File: src/sv/pcdr_pkg.sv
// pcdr_pkg: shared types, event codes and register indexes for the
// pointer click/drag/repeat qualifier; no dependencies
package pcdr_pkg;

  localparam int CFG_IDX_W  = 3;
  localparam int CFG_DATA_W = 16;
  localparam int DRAG_W     = 24;
  localparam int MAG_W      = 12;
  localparam int SQ_W       = 2 * MAG_W;

  localparam logic [15:0] DUP_WINDOW_RST   = 16'd100;
  localparam logic [15:0] HOLD_DELAY_RST   = 16'd400;
  localparam logic [15:0] REPEAT_INT_RST   = 16'd500;
  localparam logic [15:0] SHORT_PRESS_RST  = 16'd200;
  localparam logic [11:0] DRAG_THRESH_RST  = 12'd64;

  localparam logic [DRAG_W-1:0] DRAG_MAX = 24'h7FFFFF;
  localparam logic [DRAG_W-1:0] DRAG_MIN = 24'h800000;

  typedef enum logic [2:0] {
    MODE_OFFER     = 3'd0,
    MODE_LEFT_DN   = 3'd1,
    MODE_LEFT_UP   = 3'd2,
    MODE_WALK      = 3'd3,
    MODE_RIGHT_DN  = 3'd4,
    MODE_DRAG      = 3'd5,
    MODE_RIGHT_UP  = 3'd6
  } mode_t;

  typedef enum logic [CFG_IDX_W-1:0] {
    REG_DUP_WINDOW  = 3'd0,
    REG_HOLD_DELAY  = 3'd1,
    REG_REPEAT_INT  = 3'd2,
    REG_SHORT_PRESS = 3'd3,
    REG_DRAG_THRESH = 3'd4
  } reg_idx_t;

  typedef struct packed {
    logic [15:0]   dup_window;
    logic [15:0]   hold_delay;
    logic [15:0]   repeat_int;
    logic [15:0]   short_press;
    logic [SQ_W-1:0] thresh_sq;
  } cfg_t;

  typedef struct packed {
    logic [2:0]  mode;
    logic [31:0] now_ms;
    logic [1:0]  target_kind;
    logic [31:0] ground_x;
    logic [31:0] ground_y;
    logic [31:0] world_ident;
    logic [31:0] actor_handle;
    logic [31:0] action_ident;
    logic [15:0] cursor_x;
    logic [15:0] cursor_y;
    logic [15:0] delta_x;
    logic [15:0] delta_y;
  } item_t;

  // per-item result before the drag length check
  typedef struct packed {
    logic             accepted;
    logic             walk_fire;
    logic             had_press;
    logic             short_ok;
    logic             drag_small;
    logic [MAG_W-1:0] mag_x;
    logic [MAG_W-1:0] mag_y;
    logic [15:0]      restore_x;
    logic [15:0]      restore_y;
    logic             right_down;
  } core_res_t;

endpackage

File: src/sv/pcdr_cfg.sv
// pcdr_cfg: configuration registers and the squared drag threshold
// depends on pcdr_pkg
module pcdr_cfg
  import pcdr_pkg::*;
(
  input  logic                  clk,
  input  logic                  rst,
  input  logic                  cfg_we,
  input  logic [CFG_IDX_W-1:0]  cfg_index,
  input  logic [CFG_DATA_W-1:0] cfg_data,
  output cfg_t                  cfg
);

  logic [MAG_W-1:0] thr_w;
  assign thr_w = cfg_data[MAG_W-1:0];

  always_ff @(posedge clk) begin
    if (rst) begin
      cfg.dup_window  <= DUP_WINDOW_RST;
      cfg.hold_delay  <= HOLD_DELAY_RST;
      cfg.repeat_int  <= REPEAT_INT_RST;
      cfg.short_press <= SHORT_PRESS_RST;
      cfg.thresh_sq   <= SQ_W'(DRAG_THRESH_RST) * SQ_W'(DRAG_THRESH_RST);
    end else if (cfg_we) begin
      unique case (cfg_index)
        REG_DUP_WINDOW:  cfg.dup_window  <= cfg_data;
        REG_HOLD_DELAY:  cfg.hold_delay  <= cfg_data;
        REG_REPEAT_INT:  cfg.repeat_int  <= cfg_data;
        REG_SHORT_PRESS: cfg.short_press <= cfg_data;
        // keep the square, the raw threshold is never needed
        REG_DRAG_THRESH: cfg.thresh_sq   <= SQ_W'(thr_w) * SQ_W'(thr_w);
        default: ;
      endcase
    end
  end

endmodule

File: src/sv/pcdr_core.sv
// pcdr_core: event state (target, left hold, right press, drag sums)
// and the per-item decision logic; depends on pcdr_pkg
module pcdr_core
  import pcdr_pkg::*;
(
  input  logic      clk,
  input  logic      rst,
  input  logic      fire,
  input  item_t     item,
  input  cfg_t      cfg,
  output core_res_t res
);

  logic              last_valid, last_valid_next;
  logic [1:0]        last_kind, last_kind_next;
  logic [31:0]       last_gx, last_gx_next, last_gy, last_gy_next;
  logic [31:0]       last_world, last_world_next, last_handle, last_handle_next;
  logic [31:0]       last_action, last_action_next;
  logic [31:0]       last_accept_time, last_accept_time_next;
  logic              left_held, left_held_next;
  logic [31:0]       left_press_time, left_press_time_next;
  logic              sample_valid, sample_valid_next;
  logic [31:0]       sample_time, sample_time_next;
  logic              right_held, right_held_next;
  logic [15:0]       saved_x, saved_x_next, saved_y, saved_y_next;
  logic [31:0]       right_press_time, right_press_time_next;
  logic [DRAG_W-1:0] drag_x, drag_x_next, drag_y, drag_y_next;

  logic [31:0]       dt_accept, dt_press, dt_sample, dt_right;
  logic              same, dup;
  logic [DRAG_W-1:0] sum_x, sum_y, abs_x, abs_y;

  function automatic logic [DRAG_W-1:0] sat_add(input logic [DRAG_W-1:0] acc,
                                                input logic [15:0] d);
    logic [DRAG_W:0] s;
    s = {acc[DRAG_W-1], acc} + {{(DRAG_W-15){d[15]}}, d};
    if (s[DRAG_W] != s[DRAG_W-1]) return s[DRAG_W] ? DRAG_MIN : DRAG_MAX;
    return s[DRAG_W-1:0];
  endfunction

  assign dt_accept = item.now_ms - last_accept_time;
  assign dt_press  = item.now_ms - left_press_time;
  assign dt_sample = item.now_ms - sample_time;
  assign dt_right  = item.now_ms - right_press_time;

  assign same = last_valid && last_kind == item.target_kind &&
                last_gx == item.ground_x && last_gy == item.ground_y &&
                last_world == item.world_ident && last_handle == item.actor_handle &&
                last_action == item.action_ident;
  assign dup  = same && dt_accept <= {16'd0, cfg.dup_window};

  assign sum_x = sat_add(drag_x, item.delta_x);
  assign sum_y = sat_add(drag_y, item.delta_y);
  assign abs_x = drag_x[DRAG_W-1] ? (DRAG_W'(0) - drag_x) : drag_x;
  assign abs_y = drag_y[DRAG_W-1] ? (DRAG_W'(0) - drag_y) : drag_y;

  always_comb begin
    last_valid_next       = last_valid;
    last_kind_next        = last_kind;
    last_gx_next          = last_gx;
    last_gy_next          = last_gy;
    last_world_next       = last_world;
    last_handle_next      = last_handle;
    last_action_next      = last_action;
    last_accept_time_next = last_accept_time;
    left_held_next        = left_held;
    left_press_time_next  = left_press_time;
    sample_valid_next     = sample_valid;
    sample_time_next      = sample_time;
    right_held_next       = right_held;
    saved_x_next          = saved_x;
    saved_y_next          = saved_y;
    right_press_time_next = right_press_time;
    drag_x_next           = drag_x;
    drag_y_next           = drag_y;
    res                   = '0;

    unique case (item.mode)
      MODE_OFFER: begin
        if (!dup) begin
          last_valid_next       = 1'b1;
          last_kind_next        = item.target_kind;
          last_gx_next          = item.ground_x;
          last_gy_next          = item.ground_y;
          last_world_next       = item.world_ident;
          last_handle_next      = item.actor_handle;
          last_action_next      = item.action_ident;
          last_accept_time_next = item.now_ms;
          res.accepted          = 1'b1;
        end
      end
      MODE_LEFT_DN: begin
        left_held_next       = 1'b1;
        left_press_time_next = item.now_ms;
        sample_valid_next    = 1'b0;
      end
      MODE_LEFT_UP: begin
        left_held_next    = 1'b0;
        sample_valid_next = 1'b0;
      end
      MODE_WALK: begin
        if (left_held && dt_press > {16'd0, cfg.hold_delay} &&
            !(sample_valid && dt_sample < {16'd0, cfg.repeat_int})) begin
          sample_valid_next = 1'b1;
          sample_time_next  = item.now_ms;
          res.walk_fire     = 1'b1;
        end
      end
      MODE_RIGHT_DN: begin
        right_held_next       = 1'b1;
        saved_x_next          = item.cursor_x;
        saved_y_next          = item.cursor_y;
        right_press_time_next = item.now_ms;
        drag_x_next           = '0;
        drag_y_next           = '0;
      end
      MODE_DRAG: begin
        if (right_held) begin
          drag_x_next = sum_x;
          drag_y_next = sum_y;
        end
      end
      MODE_RIGHT_UP: begin
        if (right_held) begin
          res.had_press  = 1'b1;
          res.restore_x  = saved_x;
          res.restore_y  = saved_y;
          res.short_ok   = dt_right <= {16'd0, cfg.short_press};
          // beyond 12 bits the square alone exceeds any threshold square
          res.drag_small = abs_x[DRAG_W-1:MAG_W] == '0 && abs_y[DRAG_W-1:MAG_W] == '0;
          res.mag_x      = abs_x[MAG_W-1:0];
          res.mag_y      = abs_y[MAG_W-1:0];
          right_held_next = 1'b0;
          drag_x_next     = '0;
          drag_y_next     = '0;
        end
      end
      default: ;
    endcase
    res.right_down = right_held_next;
  end

  always_ff @(posedge clk) begin
    if (rst) begin
      last_valid       <= 1'b0;
      last_kind        <= '0;
      last_gx          <= '0;
      last_gy          <= '0;
      last_world       <= '0;
      last_handle      <= '0;
      last_action      <= '0;
      last_accept_time <= '0;
      left_held        <= 1'b0;
      left_press_time  <= '0;
      sample_valid     <= 1'b0;
      sample_time      <= '0;
      right_held       <= 1'b0;
      saved_x          <= '0;
      saved_y          <= '0;
      right_press_time <= '0;
      drag_x           <= '0;
      drag_y           <= '0;
    end else if (fire) begin
      last_valid       <= last_valid_next;
      last_kind        <= last_kind_next;
      last_gx          <= last_gx_next;
      last_gy          <= last_gy_next;
      last_world       <= last_world_next;
      last_handle      <= last_handle_next;
      last_action      <= last_action_next;
      last_accept_time <= last_accept_time_next;
      left_held        <= left_held_next;
      left_press_time  <= left_press_time_next;
      sample_valid     <= sample_valid_next;
      sample_time      <= sample_time_next;
      right_held       <= right_held_next;
      saved_x          <= saved_x_next;
      saved_y          <= saved_y_next;
      right_press_time <= right_press_time_next;
      drag_x           <= drag_x_next;
      drag_y           <= drag_y_next;
    end
  end

endmodule

File: src/sv/pcdr_cancel.sv
// pcdr_cancel: registered squares of the drag magnitudes and the
// compare against the squared threshold; depends on pcdr_pkg
module pcdr_cancel
  import pcdr_pkg::*;
(
  input  logic             clk,
  input  logic             load,
  input  logic [MAG_W-1:0] mag_x,
  input  logic [MAG_W-1:0] mag_y,
  input  logic [SQ_W-1:0]  thresh_sq,
  output logic             below
);

  logic [SQ_W-1:0] sq_x, sq_y;
  logic [SQ_W:0]   len_sq;

  always_ff @(posedge clk) begin
    if (load) begin
      sq_x <= SQ_W'(mag_x) * SQ_W'(mag_x);
      sq_y <= SQ_W'(mag_y) * SQ_W'(mag_y);
    end
  end

  assign len_sq = {1'b0, sq_x} + {1'b0, sq_y};
  assign below  = len_sq < {1'b0, thresh_sq};

endmodule

File: src/sv/pointer_click_drag_repeat_qualifier.sv
// pointer_click_drag_repeat_qualifier: top level, input register, pipeline
// control and result register; uses pcdr_pkg, pcdr_cfg, pcdr_core, pcdr_cancel
// registers: input, decision, squares and result; one result per item
// throughput: one item per cycle while out_ready does not stall the pipeline
// reset: synchronous rst clears all valid bits and event state, registers
// return to their defaults
module pointer_click_drag_repeat_qualifier
  import pcdr_pkg::*;
(
  input  logic                  clk,
  input  logic                  rst,
  // configuration write port
  input  logic                  cfg_we,
  input  logic [CFG_IDX_W-1:0]  cfg_index,
  input  logic [CFG_DATA_W-1:0] cfg_data,
  // input item channel
  input  logic                  in_valid,
  output logic                  in_ready,
  input  logic [2:0]            mode,
  input  logic [31:0]           now_ms,
  input  logic [1:0]            target_kind,
  input  logic signed [31:0]    ground_x,
  input  logic signed [31:0]    ground_y,
  input  logic [31:0]           world_ident,
  input  logic [31:0]           actor_handle,
  input  logic [31:0]           action_ident,
  input  logic signed [15:0]    cursor_x,
  input  logic signed [15:0]    cursor_y,
  input  logic signed [15:0]    delta_x,
  input  logic signed [15:0]    delta_y,
  // result item channel
  output logic                  out_valid,
  input  logic                  out_ready,
  output logic                  accepted,
  output logic                  walk_fire,
  output logic                  had_press,
  output logic                  cancel_intent,
  output logic signed [15:0]    restore_x,
  output logic signed [15:0]    restore_y,
  output logic                  right_down
);

  cfg_t      cfg;
  item_t     s0_item;
  core_res_t core_res, s1_res, s2_res;
  logic      s0_valid, s1_valid, s2_valid;
  logic      en0, en1, en2, en3;
  logic      below;

  // each stage loads when it is empty or its contents move on
  assign en3      = !out_valid || out_ready;
  assign en2      = !s2_valid || en3;
  assign en1      = !s1_valid || en2;
  assign en0      = !s0_valid || en1;
  assign in_ready = en0;

  pcdr_cfg u_cfg (
    .clk       (clk),
    .rst       (rst),
    .cfg_we    (cfg_we),
    .cfg_index (cfg_index),
    .cfg_data  (cfg_data),
    .cfg       (cfg)
  );

  // stage 0: input register
  always_ff @(posedge clk) begin
    if (rst) begin
      s0_valid <= 1'b0;
    end else if (en0) begin
      s0_valid <= in_valid;
    end
  end

  always_ff @(posedge clk) begin
    if (en0 && in_valid) begin
      s0_item.mode         <= mode;
      s0_item.now_ms       <= now_ms;
      s0_item.target_kind  <= target_kind;
      s0_item.ground_x     <= ground_x;
      s0_item.ground_y     <= ground_y;
      s0_item.world_ident  <= world_ident;
      s0_item.actor_handle <= actor_handle;
      s0_item.action_ident <= action_ident;
      s0_item.cursor_x     <= cursor_x;
      s0_item.cursor_y     <= cursor_y;
      s0_item.delta_x      <= delta_x;
      s0_item.delta_y      <= delta_y;
    end
  end

  // event state advances exactly when an item leaves stage 0
  pcdr_core u_core (
    .clk  (clk),
    .rst  (rst),
    .fire (s0_valid && en1),
    .item (s0_item),
    .cfg  (cfg),
    .res  (core_res)
  );

  // stage 1: decision result
  always_ff @(posedge clk) begin
    if (rst) begin
      s1_valid <= 1'b0;
    end else if (en1) begin
      s1_valid <= s0_valid;
    end
  end

  always_ff @(posedge clk) begin
    if (en1 && s0_valid) s1_res <= core_res;
  end

  // stage 2: squares of the drag magnitudes registered alongside
  pcdr_cancel u_cancel (
    .clk       (clk),
    .load      (en2 && s1_valid),
    .mag_x     (s1_res.mag_x),
    .mag_y     (s1_res.mag_y),
    .thresh_sq (cfg.thresh_sq),
    .below     (below)
  );

  always_ff @(posedge clk) begin
    if (rst) begin
      s2_valid <= 1'b0;
    end else if (en2) begin
      s2_valid <= s1_valid;
    end
  end

  always_ff @(posedge clk) begin
    if (en2 && s1_valid) s2_res <= s1_res;
  end

  // stage 3: result register
  always_ff @(posedge clk) begin
    if (rst) begin
      out_valid <= 1'b0;
    end else if (en3) begin
      out_valid <= s2_valid;
    end
  end

  always_ff @(posedge clk) begin
    if (en3 && s2_valid) begin
      accepted      <= s2_res.accepted;
      walk_fire     <= s2_res.walk_fire;
      had_press     <= s2_res.had_press;
      // short press and a drag that stayed inside the threshold circle
      cancel_intent <= s2_res.had_press && s2_res.short_ok && s2_res.drag_small && below;
      restore_x     <= s2_res.restore_x;
      restore_y     <= s2_res.restore_y;
      right_down    <= s2_res.right_down;
    end
  end

  // a cancel only ever comes with a matched right press
  a_cancel_needs_press: assert property (@(posedge clk) disable iff (rst)
    out_valid |-> (!cancel_intent || had_press))
    else $error("cancel_intent without had_press");

  // one event kind per item, so at most one qualifier flag
  a_one_flag: assert property (@(posedge clk) disable iff (rst)
    out_valid |-> $onehot0({accepted, walk_fire, had_press}))
    else $error("more than one qualifier flag set");

  // restore cursor is zero unless a press was matched
  a_restore_zero: assert property (@(posedge clk) disable iff (rst)
    (out_valid && !had_press) |-> (restore_x == 16'sd0 && restore_y == 16'sd0))
    else $error("restore cursor set without press");

  // a matched right release always leaves the button up
  a_release_up: assert property (@(posedge clk) disable iff (rst)
    (out_valid && had_press) |-> !right_down)
    else $error("right_down after matched release");

endmodule
File: config.mk
export PLATFORM = sky130hd
export DESIGN_NAME = pointer_click_drag_repeat_qualifier
export DESIGN_NICKNAME = d
export VERILOG_FILES = /design/src/sv/pcdr_pkg.sv /design/src/sv/pcdr_cfg.sv /design/src/sv/pcdr_core.sv /design/src/sv/pcdr_cancel.sv /design/src/sv/pointer_click_drag_repeat_qualifier.sv
export SDC_FILE = /design/constraint.sdc
export NUM_CORES = 2
export LEC_CHECK = 0
export ABC_CLOCK_PERIOD_IN_PS = 7050
export CORE_ASPECT_RATIO = 0.8
export CORE_MARGIN = 2
export CORE_UTILIZATION = 55
export CTS_CLUSTER_SIZE = 20
export DETAILED_ROUTE_END_ITERATION = 8
export DONT_BUFFER_PORTS = 1
export PLACE_DENSITY = 0.77
export SYNTH_ARGS = -nofsm -noshare
export SYNTH_HDL_FRONTEND = slang
export SYNTH_SLANG_ARGS = --single-unit
export TNS_END_PERCENT = 10
File: constraint.sdc
create_clock -name clk -period 7.05 [get_ports clk]
set_input_delay 0 -clock clk [delete_from_list [all_inputs] [get_ports clk]]
set_output_delay 0 -clock clk [all_outputs]
set_load 0.005 [all_outputs]
=== Word-level counts from Yosys, hierarchy flattened ===
Cells that the tools add are included.

* Logic and storage cells: 175
* Register bits after elaboration: 912
* Input port bits: 285
* Output and inout bits: 39

* Multiply operators: 3
* Equality and inequality tests: 21
* Reduce and logical (&&, ||, !) cells: 48
* Multiplexer cells: 22
* Bitwise logic cells: 1
* Add/subtract/negate cells: 9
* Order comparisons: 5

{| class="wikitable"
|+ Operators with widths
! operator !! number
|-
| 2-to-1 mux 24 bit || 11
|-
| == test 32 bit || 5
|-
| case mux 24 bit (3 select lines) || 2
|-
| subtractor 32 bit || 4
|-
| multiplier 12 x 12 -> 24 bit || 3
|-
| less-or-equal comparator 32 x 16 -> 1 bit || 2
|-
| 2-to-1 mux 59 bit || 1
|-
| adder 24 x 16 -> 25 bit || 2
|-
| subtractor 1 x 24 -> 24 bit (first input constant) || 2
|-
| greater-than comparator 32 x 16 -> 1 bit || 1
|-
| < comparator 32 x 16 -> 1 bit || 1
|-
| adder 24 x 24 -> 25 bit || 1
|-
| < comparator 25 x 24 -> 1 bit || 1
|-
| zero test 12 bit || 2
|-
| logical AND 1 bit || 18
|-
| AND reduction 2 bit || 9
|-
| == test 3 x 2 -> 1 bit (second input constant) || 4
|-
| == test 3 bit (second input constant) || 4
|-
| AND reduction 3 bit || 3
|-
| == test 3 x 1 -> 1 bit (second input constant) || 2
|-
| zero test 3 bit || 2
|-
| != test 2 x 1 -> 1 bit (second input constant) || 3
|-
| case mux 1 bit (2 select lines) || 3
|-
| zero test 1 bit || 5
|-
| other kinds (9) || 18
|}

=== Longest topological paths before layout ===
* Depth after elaboration: 10
* Depth in mapped cells: 26
* Gate-level depth less buffers: 24

=== Hierarchy ===
From an unflattened synthesis, not the netlist that was laid out.

* Cell total of the unflattened synthesis: 6303
* Area, all modules: 59380.7 µm²

{| class="wikitable"
|+ Modules (own cells, without submodules)
! module !! area an instance (µm²) !! times used !! cells an instance !! sequential area each (µm²)
|-
| pcdr_core || 29265.6 || 1 || 3850 || 7487.2
|-
| pointer_click_drag_repeat_qualifier || 12150.4 || 1 || 420 || 12031.5
|-
| pcdr_cancel || 10666.5 || 1 || 1143 || 1381.3
|-
| pcdr_cfg || 7298.2 || 1 || 890 || 1741.7
|}

=== Least setup slack after synthesis ===
Ideal clock, no wire load.

* Path type: register -> register
* From: register out_valid
* To: register s0_item[0] (netlist bit) (enable)
* Path slack: -0.208 ns
* Data required time: 6.394 ns
* Period minus slack after synthesis: 7.258 ns
* Arrival: 6.601 ns
* Library setup time: 0.656 ns
* Cell stages (with the launch flop): 4
* Buffers on the path: 0
* Cells stage by stage: dfxtp_1 -> nor2b_1 -> nand4_1 -> and2_1

* Longest elaborated chain between the ends: 6

{| class="wikitable"
|+ Ends and longest elaborated chain
! item !! RTL line !! source
|-
| start: declaration || pointer_click_drag_repeat_qualifier.sv:32 || <nowiki>output logic out_valid,</nowiki>
|-
| start signal: assignment || pointer_click_drag_repeat_qualifier.sv:142 || <nowiki>out_valid <= s2_valid;</nowiki>
|-
| zero test 1 bit || pointer_click_drag_repeat_qualifier.sv:51 || <nowiki>assign en3 = !out_valid || out_ready;</nowiki>
|-
| logical OR 1 bit || pointer_click_drag_repeat_qualifier.sv:51 ||
|-
| logical OR 1 bit || pointer_click_drag_repeat_qualifier.sv:52 || <nowiki>assign en2 = !s2_valid || en3;</nowiki>
|-
| logical OR 1 bit || pointer_click_drag_repeat_qualifier.sv:53 || <nowiki>assign en1 = !s1_valid || en2;</nowiki>
|-
| logical OR 1 bit || pointer_click_drag_repeat_qualifier.sv:54 || <nowiki>assign en0 = !s0_valid || en1;</nowiki>
|-
| named net in_ready || pointer_click_drag_repeat_qualifier.sv:18 || <nowiki>output logic in_ready,</nowiki>
|-
| logical AND 1 bit || pointer_click_drag_repeat_qualifier.sv:76 || <nowiki>if (en0 && in_valid) begin</nowiki>
|-
| end: declaration || pointer_click_drag_repeat_qualifier.sv:44 || <nowiki>item_t s0_item;</nowiki>
|}

The timed path passes the listed nets, and every way through them passes these cells.
A chain may end at the register's enable or synchronous reset.

=== Final worst setup path ===
* From: register s0_item[226] (netlist bit)
* To: register u_core.last_accept_time[1]

* Longest elaborated chain between the ends: 5

{| class="wikitable"
|+ Ends and longest elaborated chain
! item !! RTL line !! source
|-
| subtractor 32 bit || pcdr_core.sv:41 || <nowiki>assign dt_accept = item.now_ms - last_accept_time;</nowiki>
|-
| less-or-equal comparator 32 x 16 -> 1 bit || pcdr_core.sv:50 || <nowiki>assign dup = same && dt_accept <= {16'd0, cfg.dup_window};</nowiki>
|-
| logical AND 1 bit || pcdr_core.sv:50 ||
|-
| inverter 1 bit (no line) || n/a ||
|-
| AND reduction 3 bit (no line) || n/a ||
|-
| end signal: assignment || pcdr_core.sv:171 || <nowiki>last_accept_time <= last_accept_time_next;</nowiki>
|-
| end: declaration || pcdr_core.sv:19 || <nowiki>logic [31:0] last_accept_time, last_accept_time_next;</nowiki>
|}

Every way passes these cells.

==> out/results.md <==
| Result | This run |
| --- | --- |
| Outcome | complete, no violations |
| Core footprint | 103,000 um^2 |
| Number of distinct standard cells referenced by the synthesized netlist | 94 |
| Most used flip-flop cell after synthesis | sky130_fd_sc_hd__dfxtp_1 |
| Kind of start point of the critical path | flop |
| Congestion Overflow GR | 0 |
| Setup-failing EPs final | 0 |
| CP Depth | 25 |
| CP Buf/Inv Count | 3 |
| Die Width | 364 um |
| Crit Path Class | reg2reg |
| Estimated wirelength of the detail-placed design | 100 mm |
| Global-route wire length before repair | 268 mm |
| PnR Total Power | 15.6 mW |
| Clk slew on worst S/H paths | 0.06 ns |
| Synthesis-to-layout area growth | 19.3% |
| Syn Inst Count | 5,892 |
| Vias in the first global route | 47,600 |
| Signal arrival time at the worst endpoint | 7.28 ns |
| Per-instance average area after synthesis | 9.70 um^2 |
| Type of destination of the critical path | flop |
| Vertical die dimension | 292 um |
| Area of the multi-input gates | 31,100 um^2 |
| Share of async-settable or async-resettable flops after synthesis | 0 |
| Number of buffers on the longest clock path | 3 |
| Slew at the pin with the worst max-slew slack | 1.20 ns |
| Max VDD drop | 279 uV |
| Number of pins with negative max-slew slack in the final report | 0 |
| FILL cells | 7,319 |
| Fin cells | 7,942 |
| Clock H-tree levels | 3 |
| Starting DRC count in detailed routing | 4,884 |
| Standard cell with the maximum stage delay on the critical path | sky130_fd_sc_hd__nor4b_1 |
| Clock tree from TritonCTS | yes |
| Clock skew after layout | 0.0748 ns |
| Utilization after layout | 0.663 |
| Final design area excluding fillers | 68,200 um^2 |
| Die ar. | 107,000 um^2 |
| Via total after detailed routing | 46,900 |
| Hold Vio Cnt, Final | 0 |
| I/O pin total | 324 |
| Clock tree root driver cell | sky130_fd_sc_hd__clkbuf_16 |
| RSZ-0062 raised after global routing | false |
| Vias per std cell | 5.90 |
| Met1 routing resource usage after global routing | 0.405 |
| Initial antenna violation count | 19 |
| Busiest metal layer after global routing | met2 |
| Synth warnings | 0 |
| Minimum setup slack after placement | 0.941 ns |
| Met2 Use GR | 0.504 |
| Number of cell instances on the worst register-to-register path | 25 |
| Max Clk Rate | 149 MHz |
| Drc violations | 0 |
| Critical-path maximum fanout | 116 |
| Number of flops mapped to enable cells by yosys | 444 |
| Minimum clock period | 6.70 ns |
| Worst min-delay path class | in2reg |
| Overall track demand over capacity in global routing | 0.321 |
| Clock sink count | 909 |
| Fraction of final layout cells sized beyond drive strength 1 | 0.0395 |
| Dominant cell type by count on the critical path | sky130_fd_sc_hd__a21o_1 |
| Cell Area, Synth | 57,200 um^2 |
| Count of cells along the worst hold path | 4 |
| Starting Density | 0.556 |
| Total Routed Length | 172 mm |
| Power density over cell area | 228 nW/um^2 |
| Number of placed instances with taps included | 7,099 |
| Clock latency of the later-clocked register in the worst-skew pair | 0.73 ns |
| Max stage delay on crit path | 0.67 ns |
| Drt wl/cell | 21.7 um |
| Flops & latches, synth | 909 |
| Leakage power figure | 27.4 nW |
| Port buffer count | 0 |
| M3 GR Usage | 0.0860 |
| GPL Wtd Cong | 0.921 |
| Kind of cell with the highest combined delay on the critical path | simple AND/OR/NAND/NOR gates |
| Sequential Area | 22,600 um^2 |
| Residual antenna-violating net count after detailed routing | 0 |
| Number of maximum-capacitance violations | 0 |
| Min setup slack post-route | 0.347 ns |
| Required time of the critical path | 7.63 ns |
| Headroom to the max-slew limit | 0.201 |
| Pin count of the biggest net entering global routing | 368 |
| Portion of the clock cycle consumed by the worst path in the final layout | 0.951 |
| Placement Cell Area | 58,300 um^2 |
| Cts bufs inserted | 91 |
| FP Rows | 105 |
| Number of iterations in the first detailed-routing pass | 9 |
| Part of the Yosys area used for sequential elements | 0.396 |
| Count of nets after finishing | 7,439 |
| Syn nets | 6,870 |
==> path summary, 6_finish.rpt <==
check / startpoint / endpoint / slack (ns)
min reg2reg: s1_res[0]$_DFFE_PP_ / s2_res[0]$_DFFE_PP_ / 0.41
min: cfg_index[0] / u_cfg.cfg[10]$_SDFFE_PP0P_ / 0.15
max reg2reg: s0_item[226]$_DFFE_PP_ / u_core.last_accept_time[1]$_SDFFE_PP0P_ / 0.35
max: s0_item[226]$_DFFE_PP_ / u_core.last_accept_time[1]$_SDFFE_PP0P_ / 0.35
==> cell type report <==
cell class	count	area share
sequential	909	0.332
timing repair buffer	683	0.101
multi-input combinational	4065	0.456
tap	1391	0.0255
antenna	13	0.000477
clock buffer	120	0.0371
clock inverter	50	0.00934
inverter	711	0.0391
==> stage by stage <==
step,hold WS (ns),setup TNS [ns]
4_1_cts,0.117,0
5_1_grt,0.153,0
3_5_place_dp,0.0989,0
3_3_place_gp,0.0989,0
6_report,0.151,0
2_1_floorplan,0.0989,-17.22
==> cell families after synthesis <==
logic type,Yosys count,synth area share
DFF,909,0.396
adders and majority gates,693,0.183
and+or+nand+nor,1740,0.145
xor gates and xnor gates,315,0.0483
muxes,216,0.0380
AOI/OAI and AO/OA,1101,0.128
buffers and inverters,918,0.0616
==> synth_stat cells (all sizes together), types with 28 or more instances <==
master,n,area share
a21oi,409,0.036
ha,453,0.099
and2,179,0.020
clkbuf,180,0.012
dfxtp,465,0.16
nand4b,36,0.0055
nor2b,82,0.0090
nand2b,48,0.0053
nand4,63,0.0069
mux2i,209,0.037
nor4,37,0.0042
a21o,92,0.012
o21ai,210,0.018
o31ai,53,0.013
nor2,439,0.029
fa,240,0.084
o21a,54,0.0071
xor2,108,0.017
nor3,71,0.0063
nand2,613,0.040
nand3,51,0.0045
xnor2,207,0.032
inv,711,0.047
edfxtp,444,0.23
or3,28,0.0031
==> what timing repair did <==
item                                    in CTS  in global routing
resized for setup                            0                  0
hold endpoints to repair                   774                 51
endpoints found under the setup margin       0                  2
buffers inserted                             0                  2
hold buffers                               655                  1
==> flip-flops by register name, indices dropped and copies added, names as in the netlist, 24 cells and up <==
name and cells:
u_cfg.cfg 87, u_core.drag_y 24, s2_res 38, u_core.last_gy 32, s0_item 261, u_core.last_world 32
u_core.last_handle 32, s1_res 62, u_core.last_gx 32, u_core.right_press_time 32, u_core.last_accept_time 32, u_core.sample_time 32
u_core.drag_x 24, u_core.left_press_time 32, u_core.last_action 32
==> worst reg2reg max path, stage by stage, from the launching register on <==
cell,delay (ns)
sky130_fd_sc_hd__edfxtp_1,0.43
sky130_fd_sc_hd__inv_1,0.14
sky130_fd_sc_hd__ha_1,0.27
sky130_fd_sc_hd__fa_1,0.44
sky130_fd_sc_hd__nand2b_1,0.18
sky130_fd_sc_hd__a21oi_1,0.28
sky130_fd_sc_hd__o211ai_1,0.23
sky130_fd_sc_hd__nand2_1,0.14
sky130_fd_sc_hd__a21o_1,0.12
sky130_fd_sc_hd__a21o_1,0.14
sky130_fd_sc_hd__a21o_1,0.12
sky130_fd_sc_hd__a21oi_1,0.07
sky130_fd_sc_hd__xnor2_1,0.15
sky130_fd_sc_hd__ha_1,0.30
sky130_fd_sc_hd__nand4_1,0.10
sky130_fd_sc_hd__or3_1,0.40
sky130_fd_sc_hd__nor2_1,0.20
sky130_fd_sc_hd__o22ai_1,0.16
sky130_fd_sc_hd__nor4b_1,0.67
sky130_fd_sc_hd__nand4_1,0.25
sky130_fd_sc_hd__o31ai_2,0.39
sky130_fd_sc_hd__nor2_4,0.09
sky130_fd_sc_hd__buf_12,0.25
sky130_fd_sc_hd__mux2i_1,0.44
sky130_fd_sc_hd__nor2_1,0.05
sky130_fd_sc_hd__dlygate4sd3_1,0.57
==> layout by cell type (no fill, tap or decap), types with 209 or more instances in the layout <==
master / netlist / routed
sky130_fd_sc_hd__nand2_1: 613 / 613
sky130_fd_sc_hd__fa_1: 240 / 240
sky130_fd_sc_hd__a21oi_1: 408 / 408
sky130_fd_sc_hd__dlygate4sd3_1: 0 / 653
sky130_fd_sc_hd__mux2i_1: 209 / 209
sky130_fd_sc_hd__dfxtp_1: 465 / 465
sky130_fd_sc_hd__edfxtp_1: 444 / 444
sky130_fd_sc_hd__nor2_1: 439 / 437
sky130_fd_sc_hd__inv_1: 710 / 710
sky130_fd_sc_hd__ha_1: 453 / 453
==> report_power, final <==
part | switching, mW | internal (mW)
Clock | 2.43 | 2.84
Combinational | 2.38 | 1.86
Sequential | 0.239 | 5.82
==> layer usage <==
layer  share of wire  wire (um)
met2            0.45      76600
met3           0.098      16800
met1            0.40      68200
met5         0.00070        120
met4           0.060      10300
(Power assumes the default switching activity.)
